## config.mk

```make
export PLATFORM = sky130hd
export DESIGN_NAME = bounded_scaled_pointer_tracker
export DESIGN_NICKNAME = d
export VERILOG_FILES = /design/src/rtl/core/bspt_pkg.sv /design/src/rtl/core/bspt_mul.sv /design/src/rtl/core/bspt_div.sv /design/src/rtl/core/bounded_scaled_pointer_tracker.sv
export SDC_FILE = /design/constraint.sdc
export NUM_CORES = 1
export LEC_CHECK = 0
export BUFFER_PORTS_ARGS = -buffer_cell sky130_fd_sc_hd__buf_2
export CAP_MARGIN = 0
export CORE_ASPECT_RATIO = 0.5
export CORE_MARGIN = 4
export CORE_UTILIZATION = 60
export CTS_BUF_LIST = sky130_fd_sc_hd__clkbuf_16
export CTS_CLUSTER_DIAMETER = 40
export DETAILED_ROUTE_END_ITERATION = 8
export GPL_ROUTABILITY_DRIVEN = 0
export PLACE_DENSITY = 0.78
export SYNTH_ARGS = -nofsm -noshare
export SYNTH_HDL_FRONTEND = slang
export SYNTH_SLANG_ARGS = --single-unit
```

## constraint.sdc

```tcl
create_clock -name clock -period 10.43 [get_ports clock]
set_clock_uncertainty 0.15 [all_clocks]
set_input_delay 1.5645 -clock clock [delete_from_list [all_inputs] [get_ports clock]]
set_output_delay 1.5645 -clock clock [all_outputs]
set_load 0.01 [all_outputs]
```

## src/rtl/core/bspt_pkg.sv

```systemverilog
// Shared widths, codes, handshake structs and helpers for the pointer tracker.
`timescale 1ns / 1ps

package bspt_pkg;

   // Field and datapath widths
   localparam int POS_W     = 16;                 // positions, bounds, deltas
   localparam int DIV_W     = 9;                  // signed divisor register
   localparam int MAG_W     = 9;                  // divisor magnitude, 1..256
   localparam int MCAND_W   = POS_W + 2;          // span or offset, signed
   localparam int PROD_W    = MCAND_W + MAG_W;    // span times magnitude, signed
   localparam int FINE_W    = 26;                 // fine-step accumulator, signed
   localparam int QUO_W     = 24;                 // clamped accumulator, unsigned
   localparam int REM_W     = MAG_W + 1;          // divider partial remainder
   localparam int CSR_IDX_W = 3;

   localparam int MUL_STEPS = MAG_W;              // one multiplier bit per cycle
   localparam int DIV_STEPS = QUO_W;              // one quotient bit per cycle

   // Register indexes
   localparam logic [CSR_IDX_W-1:0] REG_X_LOW  = 3'd0;
   localparam logic [CSR_IDX_W-1:0] REG_X_HIGH = 3'd1;
   localparam logic [CSR_IDX_W-1:0] REG_Y_LOW  = 3'd2;
   localparam logic [CSR_IDX_W-1:0] REG_Y_HIGH = 3'd3;
   localparam logic [CSR_IDX_W-1:0] REG_X_DIV  = 3'd4;
   localparam logic [CSR_IDX_W-1:0] REG_Y_DIV  = 3'd5;

   // Command and axis codes
   localparam logic CMD_MOVE   = 1'b0;
   localparam logic CMD_PRESET = 1'b1;
   localparam logic AXIS_X     = 1'b0;
   localparam logic AXIS_Y     = 1'b1;

   // Serial multiplier handshake
   typedef struct packed {
      logic               start;
      logic [MCAND_W-1:0] mcand;    // two's complement
      logic [MAG_W-1:0]   mplier;
   } mul_req_type;

   typedef struct packed {
      logic              done;
      logic [PROD_W-1:0] product;   // two's complement
   } mul_rsp_type;

   // Serial divider handshake
   typedef struct packed {
      logic             start;
      logic [QUO_W-1:0] dividend;
      logic [MAG_W-1:0] divisor;
   } div_req_type;

   typedef struct packed {
      logic             done;
      logic [QUO_W-1:0] quotient;
   } div_rsp_type;

   // Divisor magnitude: zero acts as one, -256 gives 256
   function automatic logic [MAG_W-1:0] div_magnitude(input logic [DIV_W-1:0] div);
      logic [MAG_W-1:0] mag;
      if (div == '0) begin
         mag = MAG_W'(1);
      end else if (div[DIV_W-1]) begin
         mag = ~div + MAG_W'(1);
      end else begin
         mag = div;
      end
      return mag;
   endfunction

endpackage

```

## src/rtl/core/bspt_mul.sv

```systemverilog
// Shift-add multiplier: signed multiplicand times unsigned factor, one bit a cycle.
`timescale 1ns / 1ps

module bspt_mul (
   input  logic                  clock,
   input  logic                  reset,
   input  bspt_pkg::mul_req_type req,
   output bspt_pkg::mul_rsp_type rsp
);

   localparam int CNT_W = $clog2(bspt_pkg::MUL_STEPS);

   logic                         busy_ff, busy_in;
   logic                         done_ff, done_in;
   logic [CNT_W-1:0]             count_ff, count_in;
   logic [bspt_pkg::PROD_W-1:0]  prod_ff, prod_in;
   logic [bspt_pkg::PROD_W-1:0]  mcand_ff, mcand_in;
   logic [bspt_pkg::MAG_W-1:0]   mplier_ff, mplier_in;

   // Load on start, then add the shifted multiplicand for each set factor bit
   always_comb begin
      busy_in   = busy_ff;
      done_in   = 1'b0;
      count_in  = count_ff;
      prod_in   = prod_ff;
      mcand_in  = mcand_ff;
      mplier_in = mplier_ff;
      if (req.start) begin
         busy_in   = 1'b1;
         count_in  = '0;
         prod_in   = '0;
         mcand_in  = {{(bspt_pkg::PROD_W - bspt_pkg::MCAND_W){req.mcand[bspt_pkg::MCAND_W-1]}},
                      req.mcand};
         mplier_in = req.mplier;
      end else if (busy_ff) begin
         prod_in   = mplier_ff[0] ? prod_ff + mcand_ff : prod_ff;
         mcand_in  = mcand_ff << 1;
         mplier_in = mplier_ff >> 1;
         count_in  = count_ff + CNT_W'(1);
         if (count_ff == CNT_W'(bspt_pkg::MUL_STEPS - 1)) begin
            busy_in = 1'b0;
            done_in = 1'b1;
         end
      end
   end

   always_ff @(posedge clock) begin
      if (reset) begin
         busy_ff  <= 1'b0;
         done_ff  <= 1'b0;
         count_ff <= '0;
      end else begin
         busy_ff  <= busy_in;
         done_ff  <= done_in;
         count_ff <= count_in;
      end
   end

   always_ff @(posedge clock) begin
      prod_ff   <= prod_in;
      mcand_ff  <= mcand_in;
      mplier_ff <= mplier_in;
   end

   assign rsp.done    = done_ff;
   assign rsp.product = prod_ff;

endmodule

```

## src/rtl/core/bspt_div.sv

```systemverilog
// Restoring divider: unsigned dividend by unsigned divisor, one quotient bit a cycle.
`timescale 1ns / 1ps

module bspt_div (
   input  logic                  clock,
   input  logic                  reset,
   input  bspt_pkg::div_req_type req,
   output bspt_pkg::div_rsp_type rsp
);

   localparam int CNT_W = $clog2(bspt_pkg::DIV_STEPS);

   logic                         busy_ff, busy_in;
   logic                         done_ff, done_in;
   logic [CNT_W-1:0]             count_ff, count_in;
   logic [bspt_pkg::QUO_W-1:0]   quo_ff, quo_in;
   logic [bspt_pkg::REM_W-1:0]   rem_ff, rem_in;
   logic [bspt_pkg::MAG_W-1:0]   divisor_ff, divisor_in;
   logic [bspt_pkg::REM_W-1:0]   trial;
   logic                         fits;

   // Bring down the next dividend bit and try the subtraction
   assign trial = {rem_ff[bspt_pkg::REM_W-2:0], quo_ff[bspt_pkg::QUO_W-1]};
   assign fits  = trial >= {1'b0, divisor_ff};

   always_comb begin
      busy_in    = busy_ff;
      done_in    = 1'b0;
      count_in   = count_ff;
      quo_in     = quo_ff;
      rem_in     = rem_ff;
      divisor_in = divisor_ff;
      if (req.start) begin
         busy_in    = 1'b1;
         count_in   = '0;
         quo_in     = req.dividend;
         rem_in     = '0;
         divisor_in = req.divisor;
      end else if (busy_ff) begin
         rem_in   = fits ? trial - {1'b0, divisor_ff} : trial;
         quo_in   = {quo_ff[bspt_pkg::QUO_W-2:0], fits};
         count_in = count_ff + CNT_W'(1);
         if (count_ff == CNT_W'(bspt_pkg::DIV_STEPS - 1)) begin
            busy_in = 1'b0;
            done_in = 1'b1;
         end
      end
   end

   always_ff @(posedge clock) begin
      if (reset) begin
         busy_ff  <= 1'b0;
         done_ff  <= 1'b0;
         count_ff <= '0;
      end else begin
         busy_ff  <= busy_in;
         done_ff  <= done_in;
         count_ff <= count_in;
      end
   end

   always_ff @(posedge clock) begin
      quo_ff     <= quo_in;
      rem_ff     <= rem_in;
      divisor_ff <= divisor_in;
   end

   assign rsp.done     = done_ff;
   assign rsp.quotient = quo_ff;

endmodule

```

## src/rtl/core/bounded_scaled_pointer_tracker.sv

```systemverilog
// Top level of the bounded scaled pointer tracker: registers, accumulators and sequencer.
`timescale 1ns / 1ps

// Tracks an X/Y pointer with one fine-step accumulator per axis. A move word adds
// (or, for a negative divisor, subtracts) its delta on one axis, clamps the
// accumulator to 0 .. (high-low+1)*|divisor|-1 and returns low + accumulator/|divisor|;
// a preset word loads both accumulators and returns nothing. Words are handled one at
// a time: a move goes through the serial multiplier that forms the clamp limit, the
// clamp step and the restoring divider, and waits to write its result while an earlier
// result has not been taken; a preset holds the input for two multiplier passes. A
// finished result sits in an output register, so the next word is taken while it waits.
module bounded_scaled_pointer_tracker (
   input  logic                                clock,
   input  logic                                reset,
   input  logic                                req_valid,
   output logic                                req_ready,
   input  logic                                req_cmd,
   input  logic                                req_axis,
   input  logic signed [bspt_pkg::POS_W-1:0]   req_delta,
   input  logic signed [bspt_pkg::POS_W-1:0]   req_preset_x,
   input  logic signed [bspt_pkg::POS_W-1:0]   req_preset_y,
   output logic                                rsp_valid,
   input  logic                                rsp_ready,
   output logic signed [bspt_pkg::POS_W-1:0]   rsp_position,
   input  logic                                csr_write_en,
   input  logic [bspt_pkg::CSR_IDX_W-1:0]      csr_index,
   input  logic [bspt_pkg::POS_W-1:0]          csr_write_data
);

   localparam int POS_W   = bspt_pkg::POS_W;
   localparam int DIV_W   = bspt_pkg::DIV_W;
   localparam int MAG_W   = bspt_pkg::MAG_W;
   localparam int MCAND_W = bspt_pkg::MCAND_W;
   localparam int PROD_W  = bspt_pkg::PROD_W;
   localparam int FINE_W  = bspt_pkg::FINE_W;
   localparam int QUO_W   = bspt_pkg::QUO_W;

   typedef enum logic [2:0] {
      ST_IDLE,
      ST_MUL,
      ST_CLAMP,
      ST_DIV,
      ST_OUT
   } state_type;

   state_type                 state_ff, state_in;

   // Configuration
   logic [POS_W-1:0]          x_low_ff, x_low_in, x_high_ff, x_high_in;
   logic [POS_W-1:0]          y_low_ff, y_low_in, y_high_ff, y_high_in;
   logic [DIV_W-1:0]          x_div_ff, x_div_in, y_div_ff, y_div_in;

   // Accumulators and the word in flight
   logic [FINE_W-1:0]         fine_ff [2];
   logic [FINE_W-1:0]         fine_in [2];
   logic                      cmd_ff, cmd_in;
   logic                      axis_ff, axis_in;
   logic [POS_W-1:0]          preset_x_ff, preset_x_in, preset_y_ff, preset_y_in;
   logic [FINE_W-1:0]         acc_ff, acc_in;
   logic                      mul_start_ff, mul_start_in;
   logic                      div_start_ff, div_start_in;
   logic                      rsp_valid_ff, rsp_valid_in;
   logic [POS_W-1:0]          rsp_position_ff, rsp_position_in;

   // Per-axis selections
   logic [MAG_W-1:0]          mag_sel;
   logic [POS_W-1:0]          low_sel, high_sel, preset_sel;
   logic [DIV_W-1:0]          req_div;
   logic [FINE_W-1:0]         delta_ext, moved_acc;
   logic [MCAND_W-1:0]        span, offset;
   logic signed [PROD_W-1:0]  prod, limit, acc_ext;
   logic [FINE_W-1:0]         clamped, preset_fine;

   bspt_pkg::mul_req_type     mul_req;
   bspt_pkg::mul_rsp_type     mul_rsp;
   bspt_pkg::div_req_type     div_req;
   bspt_pkg::div_rsp_type     div_rsp;

   assign low_sel    = (axis_ff == bspt_pkg::AXIS_X) ? x_low_ff    : y_low_ff;
   assign high_sel   = (axis_ff == bspt_pkg::AXIS_X) ? x_high_ff   : y_high_ff;
   assign preset_sel = (axis_ff == bspt_pkg::AXIS_X) ? preset_x_ff : preset_y_ff;
   assign mag_sel    = bspt_pkg::div_magnitude((axis_ff == bspt_pkg::AXIS_X) ? x_div_ff
                                                                              : y_div_ff);

   // Accumulator after the move, before clamping
   assign req_div   = (req_axis == bspt_pkg::AXIS_X) ? x_div_ff : y_div_ff;
   assign delta_ext = {{(FINE_W - POS_W){req_delta[POS_W-1]}}, req_delta};
   assign moved_acc = req_div[DIV_W-1] ? fine_ff[req_axis] - delta_ext
                                       : fine_ff[req_axis] + delta_ext;

   // Multiplicand: bound span for a move, preset offset for a preset
   assign span   = {{2{high_sel[POS_W-1]}}, high_sel} - {{2{low_sel[POS_W-1]}}, low_sel}
                   + MCAND_W'(1);
   assign offset = {{2{preset_sel[POS_W-1]}}, preset_sel} - {{2{low_sel[POS_W-1]}}, low_sel};

   assign mul_req.start  = mul_start_ff;
   assign mul_req.mcand  = (cmd_ff == bspt_pkg::CMD_PRESET) ? offset : span;
   assign mul_req.mplier = mag_sel;

   bspt_mul u_mul (
      .clock (clock),
      .reset (reset),
      .req   (mul_req),
      .rsp   (mul_rsp)
   );

   // Clamp against the limit; preset value adds half a step
   assign prod        = $signed(mul_rsp.product);
   assign limit       = prod - PROD_W'(1);
   assign acc_ext     = $signed({{(PROD_W - FINE_W){acc_ff[FINE_W-1]}}, acc_ff});
   assign clamped     = (acc_ext < 0 || limit < 0) ? '0 :
                        (acc_ext > limit)          ? limit[FINE_W-1:0] : acc_ff;
   assign preset_fine = mul_rsp.product[FINE_W-1:0] + FINE_W'(mag_sel >> 1);

   assign div_req.start    = div_start_ff;
   assign div_req.dividend = acc_ff[QUO_W-1:0];
   assign div_req.divisor  = mag_sel;

   bspt_div u_div (
      .clock (clock),
      .reset (reset),
      .req   (div_req),
      .rsp   (div_rsp)
   );

   // Sequencer and register writes
   always_comb begin
      state_in        = state_ff;
      x_low_in        = x_low_ff;
      x_high_in       = x_high_ff;
      y_low_in        = y_low_ff;
      y_high_in       = y_high_ff;
      x_div_in        = x_div_ff;
      y_div_in        = y_div_ff;
      fine_in         = fine_ff;
      cmd_in          = cmd_ff;
      axis_in         = axis_ff;
      preset_x_in     = preset_x_ff;
      preset_y_in     = preset_y_ff;
      acc_in          = acc_ff;
      mul_start_in    = 1'b0;
      div_start_in    = 1'b0;
      rsp_valid_in    = rsp_valid_ff;
      rsp_position_in = rsp_position_ff;

      if (rsp_valid_ff && rsp_ready) begin
         rsp_valid_in = 1'b0;
      end

      if (csr_write_en) begin
         case (csr_index)
            bspt_pkg::REG_X_LOW:  x_low_in  = csr_write_data;
            bspt_pkg::REG_X_HIGH: x_high_in = csr_write_data;
            bspt_pkg::REG_Y_LOW:  y_low_in  = csr_write_data;
            bspt_pkg::REG_Y_HIGH: y_high_in = csr_write_data;
            bspt_pkg::REG_X_DIV:  x_div_in  = csr_write_data[DIV_W-1:0];
            bspt_pkg::REG_Y_DIV:  y_div_in  = csr_write_data[DIV_W-1:0];
            default: ;
         endcase
      end

      case (state_ff)
         ST_IDLE: begin
            if (req_valid) begin
               cmd_in       = req_cmd;
               axis_in      = (req_cmd == bspt_pkg::CMD_PRESET) ? bspt_pkg::AXIS_X : req_axis;
               preset_x_in  = req_preset_x;
               preset_y_in  = req_preset_y;
               acc_in       = moved_acc;
               mul_start_in = 1'b1;
               state_in     = ST_MUL;
            end
         end
         ST_MUL: begin
            if (mul_rsp.done) begin
               if (cmd_ff == bspt_pkg::CMD_PRESET) begin
                  fine_in[axis_ff] = preset_fine;
                  if (axis_ff == bspt_pkg::AXIS_X) begin
                     axis_in      = bspt_pkg::AXIS_Y;
                     mul_start_in = 1'b1;
                  end else begin
                     state_in = ST_IDLE;
                  end
               end else begin
                  state_in = ST_CLAMP;
               end
            end
         end
         ST_CLAMP: begin
            fine_in[axis_ff] = clamped;
            acc_in           = clamped;
            div_start_in     = 1'b1;
            state_in         = ST_DIV;
         end
         ST_DIV: begin
            if (div_rsp.done) begin
               state_in = ST_OUT;
            end
         end
         ST_OUT: begin
            if (!rsp_valid_ff || rsp_ready) begin
               rsp_valid_in    = 1'b1;
               rsp_position_in = low_sel + div_rsp.quotient[POS_W-1:0];
               state_in        = ST_IDLE;
            end
         end
         default: state_in = ST_IDLE;
      endcase
   end

   always_ff @(posedge clock) begin
      if (reset) begin
         state_ff        <= ST_IDLE;
         x_low_ff        <= '0;
         x_high_ff       <= '0;
         y_low_ff        <= '0;
         y_high_ff       <= '0;
         x_div_ff        <= DIV_W'(1);
         y_div_ff        <= DIV_W'(1);
         fine_ff[0]      <= '0;
         fine_ff[1]      <= '0;
         cmd_ff          <= bspt_pkg::CMD_MOVE;
         axis_ff         <= bspt_pkg::AXIS_X;
         mul_start_ff    <= 1'b0;
         div_start_ff    <= 1'b0;
         rsp_valid_ff    <= 1'b0;
      end else begin
         state_ff        <= state_in;
         x_low_ff        <= x_low_in;
         x_high_ff       <= x_high_in;
         y_low_ff        <= y_low_in;
         y_high_ff       <= y_high_in;
         x_div_ff        <= x_div_in;
         y_div_ff        <= y_div_in;
         fine_ff[0]      <= fine_in[0];
         fine_ff[1]      <= fine_in[1];
         cmd_ff          <= cmd_in;
         axis_ff         <= axis_in;
         mul_start_ff    <= mul_start_in;
         div_start_ff    <= div_start_in;
         rsp_valid_ff    <= rsp_valid_in;
      end
      rsp_position_ff <= rsp_position_in;
   end

   // Word payload
   always_ff @(posedge clock) begin
      preset_x_ff <= preset_x_in;
      preset_y_ff <= preset_y_in;
      acc_ff      <= acc_in;
   end

   assign req_ready    = (state_ff == ST_IDLE);
   assign rsp_valid    = rsp_valid_ff;
   assign rsp_position = rsp_position_ff;

endmodule

```

==> summary.txt <==
Setup path
  • CP max stage cell: buf_4
  • Worst R2R Setup Slack: 4.73 ns
  • Worst path cell trace: buf_4, mux2i_1, ha_1, o21ai_0, nand2b_1, nor2_1, o31ai_1, ha_1, fa_1, a21o_1, a21oi_1, o21bai_1, a2111oi_2, nor2_1, and3_1, xor2_1, a22oi_1, a211oi_1
  • Crit Path Class: flop to flop
  • Crit path max fanout: 60
  • Slowest stage delay, CP: 0.67 ns
  • WP data arrival: 5.91 ns
  • Worst flop-to-flop path startpoint: axis_ff$_SDFFE_PP0P_
  • Critical path launch point type: flop
  • FF-to-FF End: fine_ff[40]$_SDFFE_PP0P_
  • CP required: 10.64 ns
  • R2R depth: 18
  • Crit end category: flop

Clock tree
  • Clock Path Buffers: 3
  • CTS Root Cell: clkbuf_16
  • # hold bufs at CTS: 0
  • CTS buffer count: 35
  • Post-CTS Resized: 0
  • Worst skew pair latency: 0.55 ns
  • CTS tree: built
  • Clk sinks: 334
  • # H-tree levels: 2
  • Clock slew at reported path FFs: 0.07 ns
  • # Post-CTS Setup Buffers: 0

Detailed routing
  • Antenna-violating nets left: 0
  • Post-DR wirelength/cell: 18.46 µm
  • DR iter-0 viols: 1,780
  • Final wirelength: 53.11 mm
  • DR vias: 17,373
  • DRC Markers: 0
  • Iteration count of the initial detailed-routing pass: 5
  • Vias per cell: 6.039

Global route
  • Initial antenna violation count: 0
  • Largest net degree at the start of global routing: 98
  • Number of global-route vias before repair: 16,302
  • Total grt overflow: 0
  • Global-route wire length before repair: 85.33 mm
  • GRT Total Usage: 27.30%

Synth
  • #FFs+latches synth: 334
  • Synth Area in Compound Gates: 16.52%
  • Yosys warnings: 0
  • Post-synth ARST share: 0%
  • Cell Area, Synth: 21,110 µm²
  • Synth Area in Simple Gates: 16.50%
  • Post-synthesis sequential area ratio: 38.45%
  • Main flop type after synthesis: dfxtp_1
  • Mapped Nets: 2,592
  • Syn Area/Cell: 8.999 µm²
  • Synth Area in Adders: 10.44%
  • Synth unique cells: 82
  • Post-synth EDFFs: 143
  • Mux share of post-synthesis cell area: 7.621%
  • Mapped Cells: 2,346
  • Largest family of logic cells by synthesized area: compound AO/OA/AOI/OAI gates
  • XOR/XNOR share of the synthesized area: 6.347%

Outcome
  • Status: completed

Run
  • Maximum Capacitance Violations: 0

Pwr
  • Pleak: 0.009253 µW
  • Maximum VDD drop: 0.1327 mV
  • Pwr Density: 223.4 nW/µm²
  • Final Power: 5122 µW

Timing
  • Crit path time final: 5.698 ns
  • Final Max Slew Viols: 0
  • Final hold violations: 0
  • Fmax achieved: 175.5 MHz
  • Worst Tran Pin Value: 1.279 ns
  • Period utilisation layout: 54.63%
  • Final hold slack: 0.3021 ns
  • Endpoints failing setup: 0
  • Unrepaired setup endpoints after global routing: no
  • Fin Setup TNS: 0 ns
  • Rel. slew slack: 14.76%

Place
  • Hpwl dp: 38.57 mm
  • Buffers on Ports: 91
  • DP Area: 21,820 µm²

Die
  • Core area: 34,590 µm²
  • # rows: 48
  • Die width: 273.3 µm
  • Die Y: 140.6 µm
  • Full die area: 38,430 µm²
  • Initial Util: 61.03%
  • I/O Pins: 92

Min path
  • Hold Path Origin: y_high_ff[10]$_SDFFE_PP0P_
  • Hold EP: y_high_ff[10]$_SDFFE_PP0P_
  • Hold Crit Class: flop to flop
  • Hold depth: 2

Layout
  • Layout cells sized above 1: 11.66%
  • Final Net Count: 2,621
  • Area growth, synth to finish: 8.587%
  • Post-route cell area: 22,930 µm²
  • Final core occ: 66.27%
  • Filler cell count: 2,834
  • Antenna cell count: 0
worst max-delay path by stage:
| stage | end | cells after the start | from |
|---|---|---|---|
| 2_1_floorplan | u_mul.mcand_ff[17]$_DFFE_PP_ | 21 | axis_ff$_SDFFE_PP0P_ |
| 3_3_place_gp | acc_ff[22]$_DFFE_PP_ | 14 | req_axis |
| 3_5_place_dp | acc_ff[22]$_DFFE_PP_ | 13 | req_axis |
| 4_1_cts | fine_ff[39]$_SDFFE_PP0P_ | 16 | axis_ff$_SDFFE_PP0P_ |
| 5_1_grt | fine_ff[40]$_SDFFE_PP0P_ | 18 | axis_ff$_SDFFE_PP0P_ |
| 6_report | fine_ff[40]$_SDFFE_PP0P_ | 18 | axis_ff$_SDFFE_PP0P_ |
placed cells by master, fill, tap and decap left out, types with 21 or more instances in the layout:
cell       synthesis  routed
ha_1             165     165
nand2_1          311     311
buf_2              6      90
dfxtp_1          191     188
a21o_1            47      47
nor2_1           194     194
edfxtp_1         143     143
nand4_1           23      23
o21ai_0           80      80
nor3_1            42      42
inv_1            111     118
xnor2_1           94      94
a21oi_1          221     221
mux2i_1           52      52
clkbuf_16          0      36
nor2b_1           23      22
a211oi_1          59      59
mux2_2            84      84
nand2b_1          21      21
nand3_1           38      38
xor2_1            59      59
registers in the layout (all words and copies together) (netlist names), 24 cells and up:
signal          cells
u_mul.mcand_ff     27
u_div.quo_ff       24
acc_ff             26
u_mul.prod_ff      27
fine_ff            52
metrics by stage:
step | instances | worst slack, ns
global route | 2877 | 4.300
CTS | 2877 | 4.843
floorplan | 2346 | 5.262
detailed placement | 2813 | 4.754
global placement | 2813 | 4.828
finish | 2877 | 4.732
power breakdown:
part           switching [µW]  internal, µW  total (µW)
clock network             552           664        1220
logic                    1210           895        2110
registers                 228          1570        1800
total                    1990          3130        5120
critical path: cells and delay by family, from the launching register on:
| kind | cells | cell delay (ns) |
|---|---|---|
| buf+inv | 1 | 0.67 |
| xor+xnor | 1 | 0.14 |
| compound gates | 8 | 1.82 |
| mux | 1 | 0.38 |
| fa+ha+maj | 3 | 0.93 |
| flops | 1 | 0.44 |
| simple gates | 4 | 0.96 |
Yosys cell counts, types with 38 or more instances:
master | n | share of area, %
a21oi_1 | 221 | 5.2
edfxtp_1 | 143 | 20
ha_1 | 165 | 9.8
inv_1 | 111 | 2.0
mux2i_1 | 52 | 2.5
nand2_1 | 311 | 5.5
clkbuf_1 | 90 | 1.6
o21ai_0 | 80 | 1.9
xor2_1 | 59 | 2.4
a211oi_1 | 59 | 2.1
nor2_1 | 194 | 3.4
nand3_1 | 38 | 0.90
dfxtp_1 | 191 | 18
nor3_1 | 42 | 1.0
xnor2_1 | 94 | 3.9
a21o_1 | 47 | 1.7
mux2_2 | 84 | 4.5
cells by family after synthesis:
family | Yosys count
AND/OR/NAND/NOR | 756
multiplexers | 147
flip-flops | 334
XOR/XNOR | 153
buffers and inverters | 223
adder cells (fa/ha/maj) | 172
AO/OA/AOI/OAI | 561
final cells by class:
type                       count  area (µm²)  share of cell area, %
multi-input combinational   1789       12140                  52.94
timing repair buffer         103       548.0                  2.390
sequential                   334        8124                  35.44
tap                          475       594.3                  2.592
clock inverter                28       200.2                 0.8732
inverter                     112       420.4                  1.834
clock buffer                  36       900.9                  3.929
layer usage:
layer	part of all wire, %	wire [µm]	up-vias	global-route usage [%]
met5	0	0	-	0
met4	1.5	792	0	4.894
met3	9.2	4890	62	5.442
met2	42	22320	636	40.63
met1	47	25100	8238	41.65
li1	-	-	8437	-
Power figures use the tool's default switching activity.
